<file path="config.mk">
export PLATFORM = sky130hd
export DESIGN_NAME = multichannel_pulse_sequencer_core
export DESIGN_NICKNAME = d
export VERILOG_FILES = /design/src/mps_pkg.sv /design/src/multichannel_pulse_sequencer_core.sv /design/src/mps_ram.sv
export SDC_FILE = /design/constraint.sdc
export NUM_CORES = 2
export LEC_CHECK = 0
export BUFFER_PORTS_ARGS = -buffer_cell sky130_fd_sc_hd__clkbuf_2
export CORE_MARGIN = 2
export CORE_UTILIZATION = 50
export CTS_CLUSTER_SIZE = 40
export DETAILED_ROUTE_END_ITERATION = 16
export PLACE_DENSITY = 0.77
export SETUP_SLACK_MARGIN = 0.2
export SLEW_MARGIN = 15
export SYNTH_ARGS = -nofsm -noshare
export SYNTH_HDL_FRONTEND = slang
export SYNTH_SLANG_ARGS = --single-unit
</file>
<file path="constraint.sdc">
create_clock -name clk -period 22 [get_ports clk]
set_input_delay 3.3 -clock clk [delete_from_list [all_inputs] [get_ports clk]]
set_output_delay 3.3 -clock clk [all_outputs]
set_load 0.1 [all_outputs]
</file>
<file path="src/mps_pkg.sv">
// Shared types and constants for the multichannel pulse sequencer.
// Used by the sequencer core; depends on nothing else.
package mps_pkg;

  // Default channel table depth.
  localparam int DEF_MAX_CHANNELS = 16;

  // Results produced by one input word are capped at this count.
  localparam int RES_CAP = 16;
  localparam int RCW     = $clog2(RES_CAP + 1);

  // Pin numbers are seven bits wide.
  localparam int PIN_W  = 7;
  localparam int TIME_W = 32;

  // Result kinds.
  localparam logic KIND_WRITE  = 1'b0;
  localparam logic KIND_REJECT = 1'b1;

  // Input command codes.
  typedef enum logic [1:0] {
    CMD_TICK      = 2'd0,
    CMD_LOAD_CHAN = 2'd1,
    CMD_LOAD_DFLT = 2'd2,
    CMD_ARM       = 2'd3
  } cmd_t;

  // Channel phase: steady level, or which edge comes next.
  typedef enum logic [1:0] {
    PH_STEADY    = 2'd0,
    PH_HIGH_NEXT = 2'd1,
    PH_LOW_NEXT  = 2'd2
  } phase_t;

  // Sequencer control states; each walk state is one pass over a table.
  typedef enum logic [1:0] {
    ST_IDLE,
    ST_STEADY,
    ST_TOGGLE,
    ST_RESTORE
  } state_t;

  // One channel table entry as stored in the channel RAM.
  typedef struct packed {
    logic [PIN_W-1:0]  pin;
    logic [TIME_W-1:0] on_dur;
    logic [TIME_W-1:0] off_dur;
    logic [TIME_W-1:0] next_time;
    phase_t            phase;
  } chan_entry_t;

  // One default table entry as stored in the default RAM.
  typedef struct packed {
    logic [PIN_W-1:0] pin;
    logic             level;
  } dflt_entry_t;

endpackage

</file>
<file path="src/multichannel_pulse_sequencer_core.sv">
// Multichannel pulse sequencer core: channel and default tables in RAM, walked
// by a read-modify-write pipeline. Depends on mps_pkg and mps_ram.
//
// A word is taken when start is high and busy is low. Load and arm words finish
// in the accepting cycle, and their single result, if any, is strobed on the next cycle.
// A tick word walks a table one entry per cycle through that table RAM's single
// read port, with the write-back of one entry overlapping the read of the next.
// Results appear on the result ports for exactly one cycle, marked by strobe,
// with last set on the final result of the word; the receiver cannot stall
// them and must take each one in the cycle it is shown. Table occupancy lives
// in flip-flop valid bits, so no clearing pass follows reset.
module multichannel_pulse_sequencer_core
  import mps_pkg::*;
#(
  parameter int MAX_CHANNELS = DEF_MAX_CHANNELS
) (
  input  logic                clk,
  input  logic                rst,
  // Command channel
  input  logic                start,
  output logic                busy,
  input  logic [1:0]          cmd,
  input  logic [3:0]          slot,
  input  logic [PIN_W-1:0]    pin_number,
  input  logic                idle_level,
  input  logic [TIME_W-1:0]   on_duration,
  input  logic [TIME_W-1:0]   off_duration,
  input  logic [TIME_W-1:0]   first_toggle,
  input  logic [TIME_W-1:0]   now_time,
  // Result channel
  output logic                strobe,
  output logic                kind,
  output logic [PIN_W-1:0]    out_pin,
  output logic                out_level,
  output logic                last,
  // Configuration port
  input  logic                psel,
  input  logic                penable,
  input  logic                pwrite,
  input  logic [2:0]          paddr,
  input  logic [31:0]         pwdata,
  output logic [31:0]         prdata,
  output logic                pready
);

  localparam int IW   = (MAX_CHANNELS > 1) ? $clog2(MAX_CHANNELS) : 1;
  localparam int CNTW = $clog2(MAX_CHANNELS + 1);
  localparam int CHW  = $bits(chan_entry_t);
  localparam int DFW  = $bits(dflt_entry_t);

  // Configuration registers.
  logic [TIME_W-1:0] start_time;
  logic [TIME_W-1:0] end_time;

  // Sequencer status.
  logic armed;
  logic running;
  logic defaults_loaded;
  logic [MAX_CHANNELS-1:0] chan_valid;
  logic [MAX_CHANNELS-1:0] dflt_valid;

  // Walk control.
  state_t            state;
  state_t            state_next;
  logic [CNTW-1:0]   idx;
  logic [IW-1:0]     ix;
  logic              in_range;
  logic              issue;
  logic              pass_end;
  logic              done;
  logic              p_vld;
  logic [IW-1:0]     p_idx;
  logic [TIME_W-1:0] now_q;
  logic              late_q;
  logic [RCW-1:0]    res_cnt;

  // Result held back one step so that last can be marked.
  logic              hold_vld;
  logic              hold_kind;
  logic [PIN_W-1:0]  hold_pin;
  logic              hold_level;

  // Word decode.
  logic              acc;
  logic              slot_ok;
  logic [IW-1:0]     slot_idx;
  logic              imm_vld;
  logic              imm_kind;
  logic [PIN_W-1:0]  imm_pin;
  logic              imm_level;
  logic              load_chan;
  logic              load_dflt;
  logic              arm_set;
  logic              seq_begin;

  // Evaluation of the entry read from RAM.
  chan_entry_t       rd_chan;
  dflt_entry_t       rd_dflt;
  logic [CHW-1:0]    chan_rdata;
  logic [DFW-1:0]    dflt_rdata;
  logic              produce;
  logic              produce_ok;
  logic [PIN_W-1:0]  prod_pin;
  logic              prod_level;
  logic              toggle_hit;
  chan_entry_t       wb_chan;
  chan_entry_t       ld_chan;
  dflt_entry_t       ld_dflt;

  // Channel RAM write port.
  logic              chan_we;
  logic [IW-1:0]     chan_waddr;
  logic [CHW-1:0]    chan_wdata;

  assign busy   = (state != ST_IDLE);
  assign acc    = start && !busy;
  assign pready = 1'b1;

  // Register reads by word address.
  assign prdata = paddr[2] ? end_time : start_time;

  // Register writes on the access phase.
  always_ff @(posedge clk) begin
    if (rst) begin
      start_time <= '0;
      end_time   <= '0;
    end else if (psel && penable && pwrite && pready) begin
      if (paddr[2]) begin
        end_time <= pwdata;
      end else begin
        start_time <= pwdata;
      end
    end
  end

  // Decode of load and arm words, which finish in the accepting cycle.
  always_comb begin
    slot_ok   = (32'(slot) < 32'(MAX_CHANNELS));
    slot_idx  = IW'(slot);
    imm_vld   = 1'b0;
    imm_kind  = KIND_WRITE;
    imm_pin   = '0;
    imm_level = 1'b0;
    load_chan = 1'b0;
    load_dflt = 1'b0;
    arm_set   = 1'b0;
    if (acc) begin
      unique case (cmd_t'(cmd))
        CMD_TICK: begin
        end
        CMD_LOAD_CHAN: begin
          if (armed || !slot_ok) begin
            imm_vld  = 1'b1;
            imm_kind = KIND_REJECT;
          end else begin
            load_chan = 1'b1;
          end
        end
        CMD_LOAD_DFLT: begin
          imm_vld = 1'b1;
          if (defaults_loaded || !slot_ok) begin
            imm_kind = KIND_REJECT;
          end else begin
            load_dflt = 1'b1;
            imm_pin   = pin_number;
            imm_level = idle_level;
          end
        end
        CMD_ARM: begin
          if (armed) begin
            imm_vld  = 1'b1;
            imm_kind = KIND_REJECT;
          end else begin
            arm_set = 1'b1;
          end
        end
        default: begin
        end
      endcase
    end
  end

  // Entry images written by the load words.
  always_comb begin
    ld_chan.pin       = pin_number;
    ld_chan.on_dur    = on_duration;
    ld_chan.off_dur   = off_duration;
    ld_chan.next_time = first_toggle;
    ld_chan.phase     = (on_duration != '0 && off_duration != '0) ? PH_HIGH_NEXT : PH_STEADY;
    ld_dflt.pin       = pin_number;
    ld_dflt.level     = idle_level;
  end

  // Read issue: one entry per cycle until the table ends or, in toggle and restore passes, an empty slot.
  assign ix       = idx[IW-1:0];
  assign in_range = (idx < CNTW'(MAX_CHANNELS));

  always_comb begin
    issue = 1'b0;
    unique case (state)
      ST_IDLE:    issue = 1'b0;
      ST_STEADY:  issue = in_range;
      ST_TOGGLE:  issue = in_range && chan_valid[ix];
      ST_RESTORE: issue = in_range && dflt_valid[ix];
      default:    issue = 1'b0;
    endcase
    pass_end = busy && !issue && !p_vld;
  end

  // Next state: a tick picks its first pass, and each pass ends on its own.
  always_comb begin
    state_next = state;
    seq_begin  = 1'b0;
    unique case (state)
      ST_IDLE: begin
        if (acc && cmd_t'(cmd) == CMD_TICK && armed) begin
          if (!running) begin
            if (start_time <= now_time) begin
              state_next = ST_STEADY;
              seq_begin  = 1'b1;
            end
          end else if (now_time > end_time) begin
            state_next = ST_RESTORE;
          end else begin
            state_next = ST_TOGGLE;
          end
        end
      end
      ST_STEADY: begin
        if (pass_end) begin
          state_next = late_q ? ST_IDLE : ST_TOGGLE;
        end
      end
      ST_TOGGLE: begin
        if (pass_end) begin
          state_next = ST_IDLE;
        end
      end
      ST_RESTORE: begin
        if (pass_end) begin
          state_next = ST_IDLE;
        end
      end
      default: state_next = ST_IDLE;
    endcase
    done = pass_end && (state_next == ST_IDLE);
  end

  // Evaluate the entry that the RAM returns, and build its write-back.
  assign rd_chan = chan_entry_t'(chan_rdata);
  assign rd_dflt = dflt_entry_t'(dflt_rdata);

  always_comb begin
    produce    = 1'b0;
    prod_pin   = rd_chan.pin;
    prod_level = 1'b0;
    toggle_hit = 1'b0;
    wb_chan    = rd_chan;
    case (state)
      ST_STEADY: begin
        produce    = p_vld && (rd_chan.phase == PH_STEADY);
        prod_level = (rd_chan.on_dur != '0);
      end
      ST_TOGGLE: begin
        toggle_hit = p_vld && (rd_chan.phase != PH_STEADY) && (rd_chan.next_time <= now_q);
        produce    = toggle_hit;
        if (rd_chan.phase == PH_HIGH_NEXT) begin
          prod_level        = 1'b1;
          wb_chan.next_time = rd_chan.next_time + rd_chan.on_dur;
          wb_chan.phase     = PH_LOW_NEXT;
        end else begin
          prod_level        = 1'b0;
          wb_chan.next_time = rd_chan.next_time + rd_chan.off_dur;
          wb_chan.phase     = PH_HIGH_NEXT;
        end
      end
      ST_RESTORE: begin
        produce    = p_vld;
        prod_pin   = rd_dflt.pin;
        prod_level = rd_dflt.level;
      end
      default: begin
      end
    endcase
    produce_ok = produce && (res_cnt < RCW'(RES_CAP));
  end

  // Channel RAM write: loads while idle, toggle write-back while walking.
  always_comb begin
    if (toggle_hit) begin
      chan_we    = 1'b1;
      chan_waddr = p_idx;
      chan_wdata = CHW'(wb_chan);
    end else begin
      chan_we    = load_chan;
      chan_waddr = slot_idx;
      chan_wdata = CHW'(ld_chan);
    end
  end

  mps_ram #(
    .WIDTH (CHW),
    .DEPTH (MAX_CHANNELS)
  ) u_chan_ram (
    .clk   (clk),
    .we    (chan_we),
    .waddr (chan_waddr),
    .wdata (chan_wdata),
    .raddr (ix),
    .rdata (chan_rdata)
  );

  mps_ram #(
    .WIDTH (DFW),
    .DEPTH (MAX_CHANNELS)
  ) u_dflt_ram (
    .clk   (clk),
    .we    (load_dflt),
    .waddr (slot_idx),
    .wdata (DFW'(ld_dflt)),
    .raddr (ix),
    .rdata (dflt_rdata)
  );

  // State register.
  always_ff @(posedge clk) begin
    if (rst) begin
      state <= ST_IDLE;
    end else begin
      state <= state_next;
    end
  end

  // Walk counter, read pipeline flag and per-word captures.
  always_ff @(posedge clk) begin
    if (rst) begin
      idx     <= '0;
      p_vld   <= 1'b0;
      res_cnt <= '0;
    end else begin
      p_vld <= issue && (state != ST_STEADY || chan_valid[ix]);
      if (acc) begin
        idx <= '0;
      end else if (pass_end) begin
        idx <= '0;
      end else if (issue) begin
        idx <= idx + 1'b1;
      end
      if (acc) begin
        res_cnt <= '0;
      end else if (produce_ok) begin
        res_cnt <= res_cnt + 1'b1;
      end
    end
  end

  always_ff @(posedge clk) begin
    p_idx <= ix;
    if (acc) begin
      now_q  <= now_time;
      late_q <= (now_time > end_time);
    end
  end

  // Sequence status and table occupancy.
  always_ff @(posedge clk) begin
    if (rst) begin
      armed           <= 1'b0;
      running         <= 1'b0;
      defaults_loaded <= 1'b0;
      chan_valid      <= '0;
      dflt_valid      <= '0;
    end else begin
      if (arm_set) begin
        armed           <= 1'b1;
        running         <= 1'b0;
        defaults_loaded <= 1'b1;
      end
      if (seq_begin) begin
        running <= 1'b1;
      end
      if (load_chan) begin
        chan_valid[slot_idx] <= 1'b1;
      end
      if (load_dflt) begin
        dflt_valid[slot_idx] <= 1'b1;
      end
      // Ending a sequence disarms and empties the channel table.
      if (done && state == ST_RESTORE) begin
        armed      <= 1'b0;
        running    <= 1'b0;
        chan_valid <= '0;
      end
    end
  end

  // Result output: each new result pushes the held one out; the end of a
  // word flushes the held one with last set.
  always_ff @(posedge clk) begin
    if (rst) begin
      strobe   <= 1'b0;
      hold_vld <= 1'b0;
    end else begin
      strobe <= imm_vld || ((produce_ok || done) && hold_vld);
      if (produce_ok) begin
        hold_vld <= 1'b1;
      end else if (done) begin
        hold_vld <= 1'b0;
      end
    end
  end

  always_ff @(posedge clk) begin
    if (imm_vld) begin
      kind      <= imm_kind;
      out_pin   <= imm_pin;
      out_level <= imm_level;
      last      <= 1'b1;
    end else if ((produce_ok || done) && hold_vld) begin
      kind      <= hold_kind;
      out_pin   <= hold_pin;
      out_level <= hold_level;
      last      <= done;
    end
    if (produce_ok) begin
      hold_kind  <= KIND_WRITE;
      hold_pin   <= prod_pin;
      hold_level <= prod_level;
    end
  end

  // A result is never left held once the block is idle again.
  a_hold_empty_idle: assert property (@(posedge clk) disable iff (rst)
    !busy |-> !hold_vld)
    else $error("held result left over while idle");

  // A running sequence is always armed.
  a_running_armed: assert property (@(posedge clk) disable iff (rst)
    running |-> armed)
    else $error("running without armed");

  // Per-word result count stays within the cap.
  a_res_cap: assert property (@(posedge clk) disable iff (rst)
    res_cnt <= RCW'(RES_CAP))
    else $error("result count beyond cap");

  // Load and arm words never keep the block busy.
  a_cmd_one_cycle: assert property (@(posedge clk) disable iff (rst)
    (start && !busy && cmd != CMD_TICK) |=> !busy)
    else $error("load or arm word left block busy");

endmodule

</file>
<file path="src/mps_ram.sv">
// Generic single-write, single-read RAM with a registered read port.
// Used for the channel and default tables; depends on nothing else.
module mps_ram #(
  parameter int WIDTH = 8,
  parameter int DEPTH = 16
) (
  clk,
  we,
  waddr,
  wdata,
  raddr,
  rdata
);
  localparam int AW = (DEPTH > 1) ? $clog2(DEPTH) : 1;

  input  logic             clk;
  input  logic             we;
  input  logic [AW-1:0]    waddr;
  input  logic [WIDTH-1:0] wdata;
  input  logic [AW-1:0]    raddr;
  output logic [WIDTH-1:0] rdata;

  logic [WIDTH-1:0] mem [DEPTH];

  // Write port and registered read port.
  always_ff @(posedge clk) begin
    if (we) begin
      mem[waddr] <= wdata;
    end
    rdata <= mem[raddr];
  end

endmodule
</file>
==> reports/summary.txt <==
internal reg-to-reg setup slack - 16360 ps
Fin. Hold Viols - 0
post-synthesis simple-gate area fraction - 0.0245
clk sinks - 2090
WL final - 200000 microns
RSZ-0062 raised after global routing - no
final setup vio count - 0
largest net degree at the start of global routing - 145
vias in the first global route - 42100
Internal - 6400 uW
Root Buffer Master - clkbuf_16
Worst-Skew Late Latency - 840 ps
post-synthesis register bit count - 2090
initial antenna violation count - 17
DRC Markers - 0
max-slew violation count - 0
Post-Place Cells - 6349
starting density of the core - 0.504
WP data required - 18700 ps
Hold WC Path Type - flip-flop to flip-flop
Syn Std Cell Area - 82100 sq um
average vias per placed instance - 6.23
syn_area_per_cell - 20.3 sq um
CTS tree - built
worst path arrival time - 4910 ps
VDD IR max - 0.0000991 V
Non-Filler Instances - 6733
CP endpoint kind - output pin
DR iter-0 viols - 5542
Setup CP Type - primary input to output pin
port bufs - 224
Post-Syn Instances - 4047
DR WL/cell - 29.8 microns
Remaining Overflow, GRT - 0
TritonRoute pass-1 iters - 5
total number of yosys warnings - 0
Setup TNS - 0 ps
Worst setup SP type - primary input
die height - 409 microns
dpl hpwl - 109000 microns
post-CTS sizing - 0
Sw Pwr - 1610 uW
syn_nets - 4360
FMAX - 122 MHz
Post-synth EDFFs - 1858
leakage - 0.0296 uW
FFs w/ async S/R, synth - 0
combinational power share - 0.023
H-tree Lvls - 4
clock skew - 36.2 ps
gr usage total - 0.239
Die X-Extent - 409 microns
clock share of power - 0.435
Post-Synth Adder-Cell Area - 0.0199
Die ar. - 167000 sq um
power density cells - 86.3 nW/um^2
status - completed
hold buffer count at cts - 0
Placeable Area - 163000 sq um
Min Clock Period, post-route - 8210 ps
largest family of logic cells by synthesized area - multiplexers
sequential area share after synthesis - 0.736
post-route ant nets - 0
Synth-to-Final Area Change - 13.1%
Rel. slew slack - 0.231
RePlAce Congestion - 0.868
NumNets Final - 4692
detailed-route via count - 42000
row count - 148
ys flop type - edfxtp_1
number of I/O pins - 228
postcts setup bufs - 0
CP Max Fanout - 36
xor/xnor share of the synthesized area - 0.00352
Distinct cells, synth - 66
Least-Margin Pin Slew - 1150 ps
max-cap violations - 0
mux share of post-synthesis cell area - 0.178
CTS Buffer Depth - 3
CTS Buf Count - 199
Sw Ratio - 0.201
Compound-Gate Fraction of Synth Area - 0.0241
layout cell share with drive strength beyond 1 - 0.300
Seq pwr share - 0.542
first-pass GRT wire length - 291000 microns
Final period util - 0.373
Worst-path clk slew - 60 ps
-- registers in the layout (all words and copies together) (netlist names), 8 cells and up --
register	cells
chan_valid	16
now_q	32
start_time	32
dflt_valid	16
end_time	32
u_dflt_ram.mem	128
u_dflt_ram.rdata	8
u_chan_ram.rdata	105
u_chan_ram.mem	1680
-- cells in the final DEF (no fill, tap or decap), types with 5 or more instances in the layout --
| cell | netlist | final |
|---|---|---|
| clkbuf_1 | 133 | 53 |
| xnor2_1 | 18 | 18 |
| a21o_1 | 29 | 29 |
| buf_4 | 1 | 86 |
| a22o_1 | 8 | 8 |
| nand3_1 | 17 | 17 |
| edfxtp_1 | 1858 | 1858 |
| ha_1 | 129 | 129 |
| nand4_1 | 33 | 33 |
| mux4_2 | 574 | 574 |
| nor4_1 | 27 | 27 |
| nor3_1 | 12 | 11 |
| clkinv_1 | 0 | 26 |
| nor2_1 | 117 | 99 |
| nand2b_1 | 7 | 6 |
| o211ai_1 | 9 | 9 |
| inv_1 | 114 | 114 |
| dfxtp_1 | 232 | 228 |
| mux2i_1 | 5 | 5 |
| bufinv_16 | 0 | 20 |
| clkbuf_8 | 0 | 16 |
| a211oi_1 | 11 | 10 |
| clkbuf_2 | 0 | 224 |
| and3_1 | 5 | 5 |
| nor3b_1 | 6 | 6 |
| a221oi_1 | 6 | 6 |
| nand2_1 | 197 | 197 |
| nor2_4 | 0 | 16 |
| diode_2 | 0 | 5 |
| mux2_2 | 142 | 142 |
| nor2b_1 | 9 | 9 |
| clkbuf_16 | 0 | 207 |
| clkinvlp_4 | 0 | 12 |
| xor2_1 | 15 | 15 |
| o21a_1 | 6 | 6 |
| buf_12 | 0 | 6 |
| a21oi_1 | 152 | 152 |
| o21ai_0 | 64 | 55 |
| o21ai_1 | 3 | 11 |
| clkinv_2 | 0 | 33 |
-- power groups by stage --
stage                     sequential, uW  combinational (uW)  clock [uW]
after global routing                4340                 198        3650
final                               4340                 182        3480
after floorplan                     4430                95.8           0
after detailed placement            4430                 179           0
after global placement              4430                 172           0
after CTS                           4340                 181        3510
-- layer usage --
metal | global-route usage | part of all wire
met5 | 0 | 0.00063
met2 | 0.390 | 0.49
met1 | 0.322 | 0.38
met4 | 0.0704 | 0.028
met3 | 0.0560 | 0.10
-- worst paths after layout --
check / startpoint / to / cells after the start
hold reg to reg: defaults_loaded$_SDFFE_PP0P_ / defaults_loaded$_SDFFE_PP0P_ / 2
setup / recovery: paddr[2] / prdata[0] / 3
setup reg to reg: idx[0]$_SDFFE_PP0P_ / u_chan_ram.rdata[49]$_DFF_P_ / 6
hold / removal: defaults_loaded$_SDFFE_PP0P_ / defaults_loaded$_SDFFE_PP0P_ / 2
-- stage by stage --
| stage | hold WS [ps] | setup slack (ps) | instance area [sq um] | utilization | total power (uW) |
|---|---|---|---|---|---|
| floorplan | 329 | 12040 | 82100 | - | 4530 |
| global placement | 436 | 13820 | 86100 | 0.528 | 4600 |
| CTS | 457 | 13800 | 92800 | 0.569 | 8040 |
| detailed placement | 451 | 13800 | 86100 | 0.528 | 4610 |
| finish | 457 | 13790 | 92800 | 0.570 | 8010 |
| global route | 479 | 13740 | 92800 | 0.570 | 8190 |
-- cells by family (layout without fill, tap and decap cells) --
family,count (synthesis),after routing
XOR/XNOR,33,33
other,1,6
adder cells (fa/ha/maj),130,130
buffers and inverters,299,805
multiplexers,721,721
flip-flops,2090,2090
AO/OA/AOI/OAI,326,326
AND/OR/NAND/NOR,447,447
-- critical path: stages --
cell	delay (ps)
clkbuf_2	550
o21ai_0	520
clkbuf_2	530
-- synthesized netlist by cell type (all sizes together), types with 12 or more instances --
library cell  count  area share
nor2            118      0.0054
a21oi           152      0.0093
a21o             29      0.0027
nor4             27      0.0021
ha              129       0.020
o21ai            67      0.0041
nand3            17      0.0010
buf              52      0.0027
xor2             15      0.0016
xnor2            18      0.0019
dfxtp           232       0.057
nand4            33      0.0025
nor3             12     0.00073
mux2            142       0.019
nand2           197      0.0090
mux4            574        0.16
inv             114      0.0052
edfxtp         1858        0.68
a211oi           12      0.0012
clkbuf          133      0.0061
-- final cells by class --
class / instances / area (sq um)
flip-flops and latches: 2090 / 60500
repair buffers: 316 / 1890
multi-input cells: 1658 / 20600
well taps: 2175 / 2720
fillers: 11500 / 70100
diodes: 5 / 12.5
clock inverters: 99 / 1070
inverters: 114 / 428
clock buffers: 276 / 5600
Note: power is estimated with default switching activity, not from simulation.
